[src/hdl/hamming74_soft_decision_decoder_macros.svh]
// Assertion helpers used by the decoder.
`ifndef HAMMING74_SOFT_DECISION_DECODER_MACROS_SVH
`define HAMMING74_SOFT_DECISION_DECODER_MACROS_SVH

// Same-cycle implication, checked outside reset.
`define HSD_ASSERT_IMPLY(label, clk, rst_n, ante, cons, msg) \
    label: assert property (@(posedge clk) disable iff (!(rst_n)) (ante) |-> (cons)) \
        else $error(msg);

// Next-cycle implication, checked outside reset.
`define HSD_ASSERT_NEXT(label, clk, rst_n, ante, cons, msg) \
    label: assert property (@(posedge clk) disable iff (!(rst_n)) (ante) |=> (cons)) \
        else $error(msg);

`endif

[src/hdl/hsd_pkg.sv]
`timescale 1ns / 1ps
`default_nettype none

package hsd_pkg;

    localparam int SOFT_W   = 8;
    localparam int NUM_BITS = 7;
    localparam int SYM_W    = 4;
    localparam int NUM_SYM  = 1 << SYM_W;
    localparam int COST_W   = 11;
    localparam int BYTE_W   = 8;
    localparam int GROUP_N  = 4;
    localparam int NUM_GRP  = NUM_SYM / GROUP_N;

    localparam logic [NUM_BITS-1:0] GEN_D3 = 7'h70;
    localparam logic [NUM_BITS-1:0] GEN_D2 = 7'h4c;
    localparam logic [NUM_BITS-1:0] GEN_D1 = 7'h2a;
    localparam logic [NUM_BITS-1:0] GEN_D0 = 7'h69;

    typedef struct packed {
        logic [COST_W-1:0] cost;
        logic [SYM_W-1:0]  sym;
    } t_cand;

    function automatic logic [NUM_BITS-1:0] codeword_of(input logic [SYM_W-1:0] sym);
        logic [NUM_BITS-1:0] c;
        c = '0;
        if (sym[3]) c = c ^ GEN_D3;
        if (sym[2]) c = c ^ GEN_D2;
        if (sym[1]) c = c ^ GEN_D1;
        if (sym[0]) c = c ^ GEN_D0;
        return c;
    endfunction

endpackage

`default_nettype wire

[src/hdl/hsd_lane.sv]
`timescale 1ns / 1ps
`default_nettype none

module hsd_lane (
    input  logic                                             i_clk,
    input  logic                                             i_en,
    input  logic [hsd_pkg::NUM_BITS-1:0]                     i_codeword,
    input  logic [hsd_pkg::NUM_BITS-1:0][hsd_pkg::SOFT_W-1:0] i_soft,
    output logic [hsd_pkg::COST_W-1:0]                       o_cost
);
    import hsd_pkg::*;

    logic [COST_W-1:0] n_cost;
    logic [COST_W-1:0] r_cost;

    // soft j weighs against codeword bit NUM_BITS-1-j
    always_comb begin
        n_cost = '0;
        for (int j = 0; j < NUM_BITS; j++) begin
            n_cost = n_cost + COST_W'(i_soft[j] ^ {SOFT_W{i_codeword[NUM_BITS-1-j]}});
        end
    end

    always_ff @(posedge i_clk) begin
        if (i_en) begin
            r_cost <= n_cost;
        end
    end

    assign o_cost = r_cost;

endmodule

`default_nettype wire

[src/hdl/hsd_min4.sv]
`timescale 1ns / 1ps
`default_nettype none

module hsd_min4 (
    input  hsd_pkg::t_cand [hsd_pkg::GROUP_N-1:0] i_cand,
    output hsd_pkg::t_cand                        o_best
);
    import hsd_pkg::*;

    t_cand w_lo;
    t_cand w_hi;

    // on a tie keep the lower symbol
    always_comb begin
        w_lo   = (i_cand[1].cost < i_cand[0].cost) ? i_cand[1] : i_cand[0];
        w_hi   = (i_cand[3].cost < i_cand[2].cost) ? i_cand[3] : i_cand[2];
        o_best = (w_hi.cost < w_lo.cost) ? w_hi : w_lo;
    end

endmodule

`default_nettype wire

[src/hdl/hamming74_soft_decision_decoder.sv]
// Hamming(7,4) soft-decision maximum-likelihood decoder. Each transfer on the
// slave side carries one received codeword as seven 8-bit soft values (0 is a
// strong zero, 255 a strong one) plus tlast for the last codeword of a
// message. Sixteen lanes score all codewords in parallel, a registered
// minimum tree picks the cheapest symbol (lower symbol on a tie), and symbols
// are paired into bytes, first symbol in the high nibble. A message with an
// odd codeword count ends in a byte whose low nibble is zero. The block takes
// one codeword every cycle while tready is high; the transfer that completes
// a byte passes the lane register, then the tree register, before the byte is
// loaded into the output register. tready drops only when the lane stage, the
// tree stage and the output register are all full and the master side stalls.
`timescale 1ns / 1ps
`default_nettype none
`include "hamming74_soft_decision_decoder_macros.svh"

module hamming74_soft_decision_decoder (
    input  logic        i_clk,
    input  logic        i_rst_n,
    input  logic        s_axis_tvalid,
    output logic        s_axis_tready,
    input  logic [55:0] s_axis_tdata,  // soft_bit_0, soft_bit_1, .. soft_bit_6
    input  logic        s_axis_tlast,  // final_codeword
    output logic        m_axis_tvalid,
    input  logic        m_axis_tready,
    output logic [7:0]  m_axis_tdata,  // decoded_byte
    output logic        m_axis_tlast   // final_byte
);
    import hsd_pkg::*;

    logic [NUM_BITS-1:0][SOFT_W-1:0] w_soft;
    logic [COST_W-1:0]               w_cost [NUM_SYM];
    t_cand [GROUP_N-1:0]             w_grp_in [NUM_GRP];
    t_cand                           w_grp_best [NUM_GRP];
    t_cand [NUM_GRP-1:0]             r_grp;
    t_cand                           w_best;

    logic w_en1;
    logic w_rdy2;
    logic w_rdy3;
    logic w_fire3;
    logic w_emit;

    logic r_v1, n_v1, r_fin1;
    logic r_v2, n_v2, r_fin2;
    logic r_pending, n_pending;
    logic [SYM_W-1:0]  r_held, n_held;
    logic r_ov, n_ov;
    logic [BYTE_W-1:0] r_byte, n_byte;
    logic r_last, n_last;

    assign w_soft        = s_axis_tdata;
    assign w_rdy3        = !r_ov || m_axis_tready;
    assign w_rdy2        = !r_v2 || w_rdy3;
    assign s_axis_tready = !r_v1 || w_rdy2;
    assign w_en1         = s_axis_tvalid && s_axis_tready;
    assign w_fire3       = r_v2 && w_rdy3;

    for (genvar s = 0; s < NUM_SYM; s++) begin : g_lane
        hsd_lane u_lane (
            .i_clk      (i_clk),
            .i_en       (w_en1),
            .i_codeword (codeword_of(SYM_W'(s))),
            .i_soft     (w_soft),
            .o_cost     (w_cost[s])
        );
    end

    for (genvar g = 0; g < NUM_GRP; g++) begin : g_grp
        for (genvar k = 0; k < GROUP_N; k++) begin : g_in
            assign w_grp_in[g][k].cost = w_cost[g*GROUP_N+k];
            assign w_grp_in[g][k].sym  = SYM_W'(g*GROUP_N+k);
        end
        hsd_min4 u_min (
            .i_cand (w_grp_in[g]),
            .o_best (w_grp_best[g])
        );
    end

    hsd_min4 u_final (
        .i_cand (r_grp),
        .o_best (w_best)
    );

    always_comb begin
        n_v1      = s_axis_tready ? s_axis_tvalid : r_v1;
        n_v2      = w_rdy2 ? r_v1 : r_v2;
        n_pending = r_pending;
        n_held    = r_held;
        n_ov      = r_ov && !m_axis_tready;
        n_byte    = r_byte;
        n_last    = r_last;
        w_emit    = 1'b0;
        if (w_fire3) begin
            if (r_pending) begin
                w_emit    = 1'b1;
                n_byte    = {r_held, w_best.sym};
                n_last    = r_fin2;
                n_pending = 1'b0;
                n_held    = '0;
            end else if (r_fin2) begin
                w_emit = 1'b1;
                n_byte = {w_best.sym, SYM_W'(0)};
                n_last = 1'b1;
                n_held = '0;
            end else begin
                n_held    = w_best.sym;
                n_pending = 1'b1;
            end
        end
        if (w_emit) begin
            n_ov = 1'b1;
        end
    end

    always_ff @(posedge i_clk) begin
        if (!i_rst_n) begin
            r_v1      <= 1'b0;
            r_v2      <= 1'b0;
            r_pending <= 1'b0;
            r_held    <= '0;
            r_ov      <= 1'b0;
        end else begin
            r_v1      <= n_v1;
            r_v2      <= n_v2;
            r_pending <= n_pending;
            r_held    <= n_held;
            r_ov      <= n_ov;
        end
        if (w_en1) begin
            r_fin1 <= s_axis_tlast;
        end
        if (r_v1 && w_rdy2) begin
            r_fin2 <= r_fin1;
            for (int g = 0; g < NUM_GRP; g++) begin
                r_grp[g] <= w_grp_best[g];
            end
        end
        r_byte <= n_byte;
        r_last <= n_last;
    end

    assign m_axis_tvalid = r_ov;
    assign m_axis_tdata  = r_byte;
    assign m_axis_tlast  = r_last;

    `HSD_ASSERT_NEXT(a_accept_fills, i_clk, i_rst_n, s_axis_tvalid && s_axis_tready, r_v1, "accepted codeword lost before lane stage")
    `HSD_ASSERT_NEXT(a_pair_closes, i_clk, i_rst_n, w_fire3 && r_pending, !r_pending && r_ov, "second symbol did not close the byte")
    `HSD_ASSERT_NEXT(a_first_held, i_clk, i_rst_n, w_fire3 && !r_pending && !r_fin2, r_pending, "first symbol of a pair not held")

endmodule

`default_nettype wire

[config.mk]
export PLATFORM = sky130hd
export DESIGN_NAME = hamming74_soft_decision_decoder
export DESIGN_NICKNAME = d
export VERILOG_FILES = /design/src/hdl/hsd_pkg.sv /design/src/hdl/hsd_lane.sv /design/src/hdl/hsd_min4.sv /design/src/hdl/hamming74_soft_decision_decoder.sv
export VERILOG_INCLUDE_DIRS = /design/src /design/src/hdl
export SDC_FILE = /design/constraint.sdc
export NUM_CORES = 2
export LEC_CHECK = 0
export ABC_AREA = 1
export CAP_MARGIN = 0
export CORE_MARGIN = 2
export CORE_UTILIZATION = 35
export CTS_CLUSTER_SIZE = 24
export DETAILED_ROUTE_END_ITERATION = 16
export DONT_BUFFER_PORTS = 1
export PLACE_DENSITY_LB_ADDON = 0.25
export SLEW_MARGIN = 0
export SYNTH_ARGS = -nofsm -noshare
export SYNTH_HDL_FRONTEND = slang
export SYNTH_SLANG_ARGS = --single-unit
[constraint.sdc]
create_clock -name i_clk -period 5.9 [get_ports i_clk]
set_input_delay 0 -clock i_clk [delete_from_list [all_inputs] [get_ports i_clk]]
set_output_delay 0 -clock i_clk [all_outputs]
set_load 0.05 [all_outputs]
Word level (Yosys, flattened, before mapping)
Cells that the tools add are included.
- word-level logic and storage cells: 171
- input bits: 61
- register bits: 255
- output and inout bits: 11
- bitwise gates (word level): 7
- mux-type cells: 27
- order comparisons: 15
- add/subtract/negate cells: 76
- reductions and logical operators: 13
- operators with widths (operator ; count):
    11-bit by 8-bit adder with 11-bit output ; 72
    15-bit 2-to-1 mux ; 14
    11-bit < comparator ; 15
    8-bit inverter ; 7
    8-bit by 8-bit adder with 9-bit output ; 4
    8-bit 2-to-1 mux ; 2
    4-bit 2-to-1 mux ; 3
    1-bit 2-to-1 mux ; 8
    1-bit logical AND ; 4
    1-bit logical NOT ; 4
    1-bit logical OR ; 3
    2-bit AND reduction ; 1
    2-bit nonzero test ; 1

Depth between registers and ports, before layout
- word-level depth: 7
- mapped depth: 26
- mapped depth without buffers: 25

By module
A second synthesis with hierarchy kept.
- cell total of the unflattened synthesis: 4966
- area, all modules: 44888.1 um2
- modules (own cells, without submodules) (module ; cells each ; times used ; area each (um2)):
    hsd_lane (g_lane[0].u_lane ...) ; 234 ; 6 ; 2254.7
    hsd_lane (g_lane[2].u_lane ...) ; 214 ; 5 ; 2153.3
    hsd_min4 ; 247 ; 5 ; 1402.6
    hsd_lane (g_lane[7].u_lane ...) ; 214 ; 3 ; 2179.6
    hsd_lane (g_lane[11].u_lane ...) ; 234 ; 2 ; 2228.4
    hamming74_soft_decision_decoder ; 147 ; 1 ; 2585.0

Worst setup path before layout
OpenSTA, ideal clock, no wires.
- kind: flip-flop to flip-flop
- start point: register r_ov, in the netlist m_axis_tvalid
- end point: register g_lane[0].u_lane.r_cost[0] (enable)
- clock period less this slack: 5.152 ns
- path buffers: 0
- cell stages (with the launch flop): 6
- arrival: 4.624 ns
- setup slack: 0.748 ns
- path through: dfxtp_1 > nand2_1 > nor2_1 > nand2_1 > nand2_1 > inv_1
- longest elaborated chain between the ends: 5
- ends and longest elaborated chain (item ; RTL line ; source):
    start, declared ; hamming74_soft_decision_decoder.sv:47 ; logic r_ov, n_ov;
    start signal, assigned ; hamming74_soft_decision_decoder.sv:127 ; r_ov <= n_ov;
    1-bit logical NOT ; hamming74_soft_decision_decoder.sv:52 ; assign w_rdy3 = !r_ov || m_axis_tready;
    1-bit logical OR ; hamming74_soft_decision_decoder.sv:52 ;
    1-bit logical OR ; hamming74_soft_decision_decoder.sv:53 ; assign w_rdy2 = !r_v2 || w_rdy3;
    1-bit logical OR ; hamming74_soft_decision_decoder.sv:54 ; assign s_axis_tready = !r_v1 || w_rdy2;
    net s_axis_tready ; hamming74_soft_decision_decoder.sv:20 ; output logic s_axis_tready,
    1-bit logical AND ; hamming74_soft_decision_decoder.sv:55 ; assign w_en1 = s_axis_tvalid && s_axis_tready;
    net g_lane[0].u_lane.i_en ; hsd_lane.sv:6 ; input logic i_en,
    end signal, assigned ; hsd_lane.sv:26 ; r_cost <= n_cost;
    end, declared ; hsd_lane.sv:14 ; logic [COST_W-1:0] r_cost;
The timed path passes the listed nets, and every way through them passes these cells.
A chain may end at the register's enable or synchronous reset.

==> run metrics <==
Post-Route Skew=0.0312 ns; mux contribution to synthesized area=0.138%; TritonCTS clock tree=built; WP data arrival=4.81 ns; length of routed met3 wiring=5930 µm; clock-pin transition on the worst setup and hold timing paths=0.06 ns; clock latency on the worst-skew pair=0.61 ns; maximum fanout count along the critical path=21; boundary pin count=72; floorplan die width=292 µm; total length of routed wires=87,300 µm; number of antenna violations at the first check in global routing=3; most common cell after layout, fill and taps aside=sky130_fd_sc_hd__inv_1; filler instances=8,363; first-pass GRT wire length=129,000 µm; mean instance size in the synthesized netlist=9.24 µm²; cell count after synthesis=3,133; gate family responsible for the most delay along the worst path=compound AO/OA/AOI/OAI gates; number of nets in the synthesized netlist=3,913; post-synthesis share of cell area spent on xor and xnor gates=6.35%; highest attainable clock frequency=0.223 GHz; hold path startpoint=s_axis_tlast; most used cell, CP=sky130_fd_sc_hd__nand2_1; min-delay worst type=in -> reg; result of the run=finished clean; overall fraction of global-route tracks in use=20.6%; buffer type at the clock tree root=sky130_fd_sc_hd__clkbuf_16; clock tree sinks=247; H-tree levels=1; final slew viol count=0; Worst setup startpoint=g_lane[7].u_lane.o_cost[10]; worst r2r src=g_lane[7].u_lane.o_cost[10]; Tightest Pin Transition=0.995 ns; critical path class=reg -> reg; total number of vias=20,539; critical-path cell list=ha_1 > nand2_1 > nor3_2 > nand4_1 > nand3_1 > inv_1 > o21ai_0 > ha_1 > nand2_1 > o21ai_1 > nand3_1 > a21oi_1 > a211oi_2 > nand2_4 > nand2_1 > nand2_1; starting utilization of the core area=35.3%; proportion of layout cells with a drive suffix above 1=3.38%; post-synthesis simple-gate area fraction=9.95%; max layer used=met4; DR iter-0 viols=1,615; reg2reg setup slack=1.42 ns; area of combinational cells with multiple inputs=18,800 µm²; synthesized cell area=28,900 µm²; number of storage elements in the synthesis netlist=247; gp weighted congestion=0.935; unrepaired setup endpoints after global routing=false; die outline height=292 µm; length of routed wiring on met1=38,200 µm; slowest library cell on the worst path=sky130_fd_sc_hd__a211oi_2; first drt pass iteration count=5; Main synth FF type=sky130_fd_sc_hd__edfxtp_1; Adder-Cell Fraction of Synth Area=37.8%; area used by sequential logic in the layout=7340 µm²; Routed Antenna Nets=0; aggregate negative setup slack=0 ns; TritonCTS buffer count=30; remaining max-slew budget at the tightest pin=33.7%; startpoint type of the worst setup path=flip-flop; Synth Area in Compound Gates=10.8%; count of final hold-check violations=0; vias in the first global route=20,301; layout net count=3,919; buffer and inverter count on the worst path=1; P&R area growth vs syn=7.66%; main combinational cell family by area after synthesis=adder cells; buffer count from post-CTS setup fixing=0; number of flops mapped to enable cells by yosys=239; final critical path time including I/O delays and setup=4.48 ns; most frequent cells in the layout=sky130_fd_sc_hd__inv_1, sky130_fd_sc_hd__ha_1, sky130_fd_sc_hd__nand2_1, sky130_fd_sc_hd__a21oi_1, sky130_fd_sc_hd__fa_1; half-perimeter wire length of the detailed placement result=76,800 µm; sequential cell area fraction in the yosys report=25.4%; Port-buffer cells=0; final setup violating endpoints=0; worst endpoint required time=6.23 ns; fin crit share=75.9%; proportion of netlist area held by the largest area contributor=24.8%; maximum clock insertion buffer count=3; category of the worst setup path capture point=flip-flop; biggest area consumer among synthesized cells=sky130_fd_sc_hd__edfxtp_1; die footprint=85,000 µm²; routed wirelength normalized by instance count=20.6 µm; area of the core=82,000 µm²; aggregate global routing overflow=0; delay of the slowest cell on the worst path=0.76 ns; Synth async-reset ratio=0%; MaxCap Viol Count=0; library cells used by synthesis=46; maximum number of pins on one net before global-route repair=93; warning count from the yosys run=0; leading cell types by total area after synthesis=sky130_fd_sc_hd__edfxtp_1, sky130_fd_sc_hd__ha_1, sky130_fd_sc_hd__fa_1; vias per cell=4.85; Row Count=105; wire length on met2=40,400 µm; number of remaining DRC errors=0
through the flow:
| stage | instances | area (µm²) | worst slack, ns | util (%) | hold WS (ns) |
|---|---|---|---|---|---|
| finish | 4233 | 31200 | 1.42 | 38.0 | 0.0388 |
| global route | 4232 | 31200 | 1.07 | 38.0 | 0.0275 |
| CTS | 4232 | 31200 | 1.41 | 38.0 | 0.00545 |
| detailed placement | 4167 | 30100 | 1.04 | 36.7 | 0.0992 |
| global placement | 4167 | 30100 | 1.04 | 36.7 | 0.0992 |
| floorplan | 3133 | 28900 | 0.748 | - | 0.0989 |
cell type report:
class / count / share of cell area, %
inverters: 673 / 8.12
well taps: 1070 / 4.30
clock buffers: 34 / 2.46
multi-input cells: 2171 / 60.5
diodes: 1 / 0.00803
repair buffers: 16 / 0.506
clock inverters: 21 / 0.590
flip-flops and latches: 247 / 23.5
cells by family after synthesis:
family / count (synthesis)
muxes: 4
buffers and inverters: 715
adders and majority gates: 719
AOI/OAI and AO/OA: 554
and+or+nand+nor: 685
DFF: 247
xor gates and xnor gates: 209
worst reg2reg max path: stages (launching register included):
cell,delay (ns)
sky130_fd_sc_hd__edfxtp_1,0.49
sky130_fd_sc_hd__ha_1,0.35
sky130_fd_sc_hd__nand2_1,0.10
sky130_fd_sc_hd__nor3_2,0.18
sky130_fd_sc_hd__nand4_1,0.11
sky130_fd_sc_hd__nand3_1,0.16
sky130_fd_sc_hd__inv_1,0.28
sky130_fd_sc_hd__o21ai_0,0.69
sky130_fd_sc_hd__ha_1,0.35
sky130_fd_sc_hd__nand2_1,0.09
sky130_fd_sc_hd__o21ai_1,0.07
sky130_fd_sc_hd__nand3_1,0.07
sky130_fd_sc_hd__a21oi_1,0.09
sky130_fd_sc_hd__a211oi_2,0.76
sky130_fd_sc_hd__nand2_4,0.23
sky130_fd_sc_hd__nand2_1,0.12
sky130_fd_sc_hd__nand2_1,0.09
flip-flops by register name (all words and copies together), names as in the netlist:
| register | count |
|---|---|
| g_lane.u_lane.o_cost | 176 |
| r_grp | 52 |
| m_axis_tdata | 8 |
| r_held | 4 |
| m_axis_tlast | 1 |
| m_axis_tvalid | 1 |
| r_fin1 | 1 |
| r_fin2 | 1 |
| r_pending | 1 |
| r_v1 | 1 |
| r_v2 | 1 |
routing by layer:
metal	track usage [%]	up-vias
met2	34.2	542
li1	-	10166
met4	6.14	0
met5	0	-
met3	3.66	97
met1	27.5	9734
Yosys cell counts (5+ instances only):
| cell type | instances |
|---|---|
| sky130_fd_sc_hd__inv_1 | 670 |
| sky130_fd_sc_hd__ha_1 | 459 |
| sky130_fd_sc_hd__nand2_1 | 416 |
| sky130_fd_sc_hd__a21oi_1 | 273 |
| sky130_fd_sc_hd__fa_1 | 260 |
| sky130_fd_sc_hd__edfxtp_1 | 239 |
| sky130_fd_sc_hd__o21ai_0 | 171 |
| sky130_fd_sc_hd__xor2_1 | 145 |
| sky130_fd_sc_hd__nor2_1 | 118 |
| sky130_fd_sc_hd__nand3_1 | 91 |
| sky130_fd_sc_hd__xnor2_1 | 63 |
| sky130_fd_sc_hd__o21bai_1 | 33 |
| sky130_fd_sc_hd__clkbuf_1 | 22 |
| sky130_fd_sc_hd__nor3_1 | 17 |
| sky130_fd_sc_hd__nand4_1 | 14 |
| sky130_fd_sc_hd__a21o_1 | 11 |
| sky130_fd_sc_hd__o31ai_1 | 11 |
| sky130_fd_sc_hd__nand2_2 | 9 |
| sky130_fd_sc_hd__o21a_1 | 9 |
| sky130_fd_sc_hd__o21ai_1 | 9 |
| sky130_fd_sc_hd__a211oi_2 | 8 |
| sky130_fd_sc_hd__dfxtp_1 | 8 |
| sky130_fd_sc_hd__buf_2 | 7 |
| sky130_fd_sc_hd__buf_6 | 7 |
| sky130_fd_sc_hd__nand3_2 | 7 |
| sky130_fd_sc_hd__o2111ai_1 | 7 |
| sky130_fd_sc_hd__o21ai_2 | 7 |
| sky130_fd_sc_hd__nand2_4 | 5 |
path summary, 6_finish.rpt:
| check | end | cells after the start |
|---|---|---|
| max | r_grp[23] | 16 |
| min | r_fin1 | 1 |
| max reg2reg | r_grp[23] | 16 |
| min reg2reg | r_fin2 | 0 |
repair_timing:
item | 4_1_cts | 5_1_grt
endpoints found under the setup margin | 0 | 0
resized for setup | 0 | 0
hold endpoints to repair | 24 | 0
hold buffers | 10 | 0
Power is left out: the tool's default activity adds up to more than one toggle a clock period on the data nets, which glitch-free logic cannot reach.
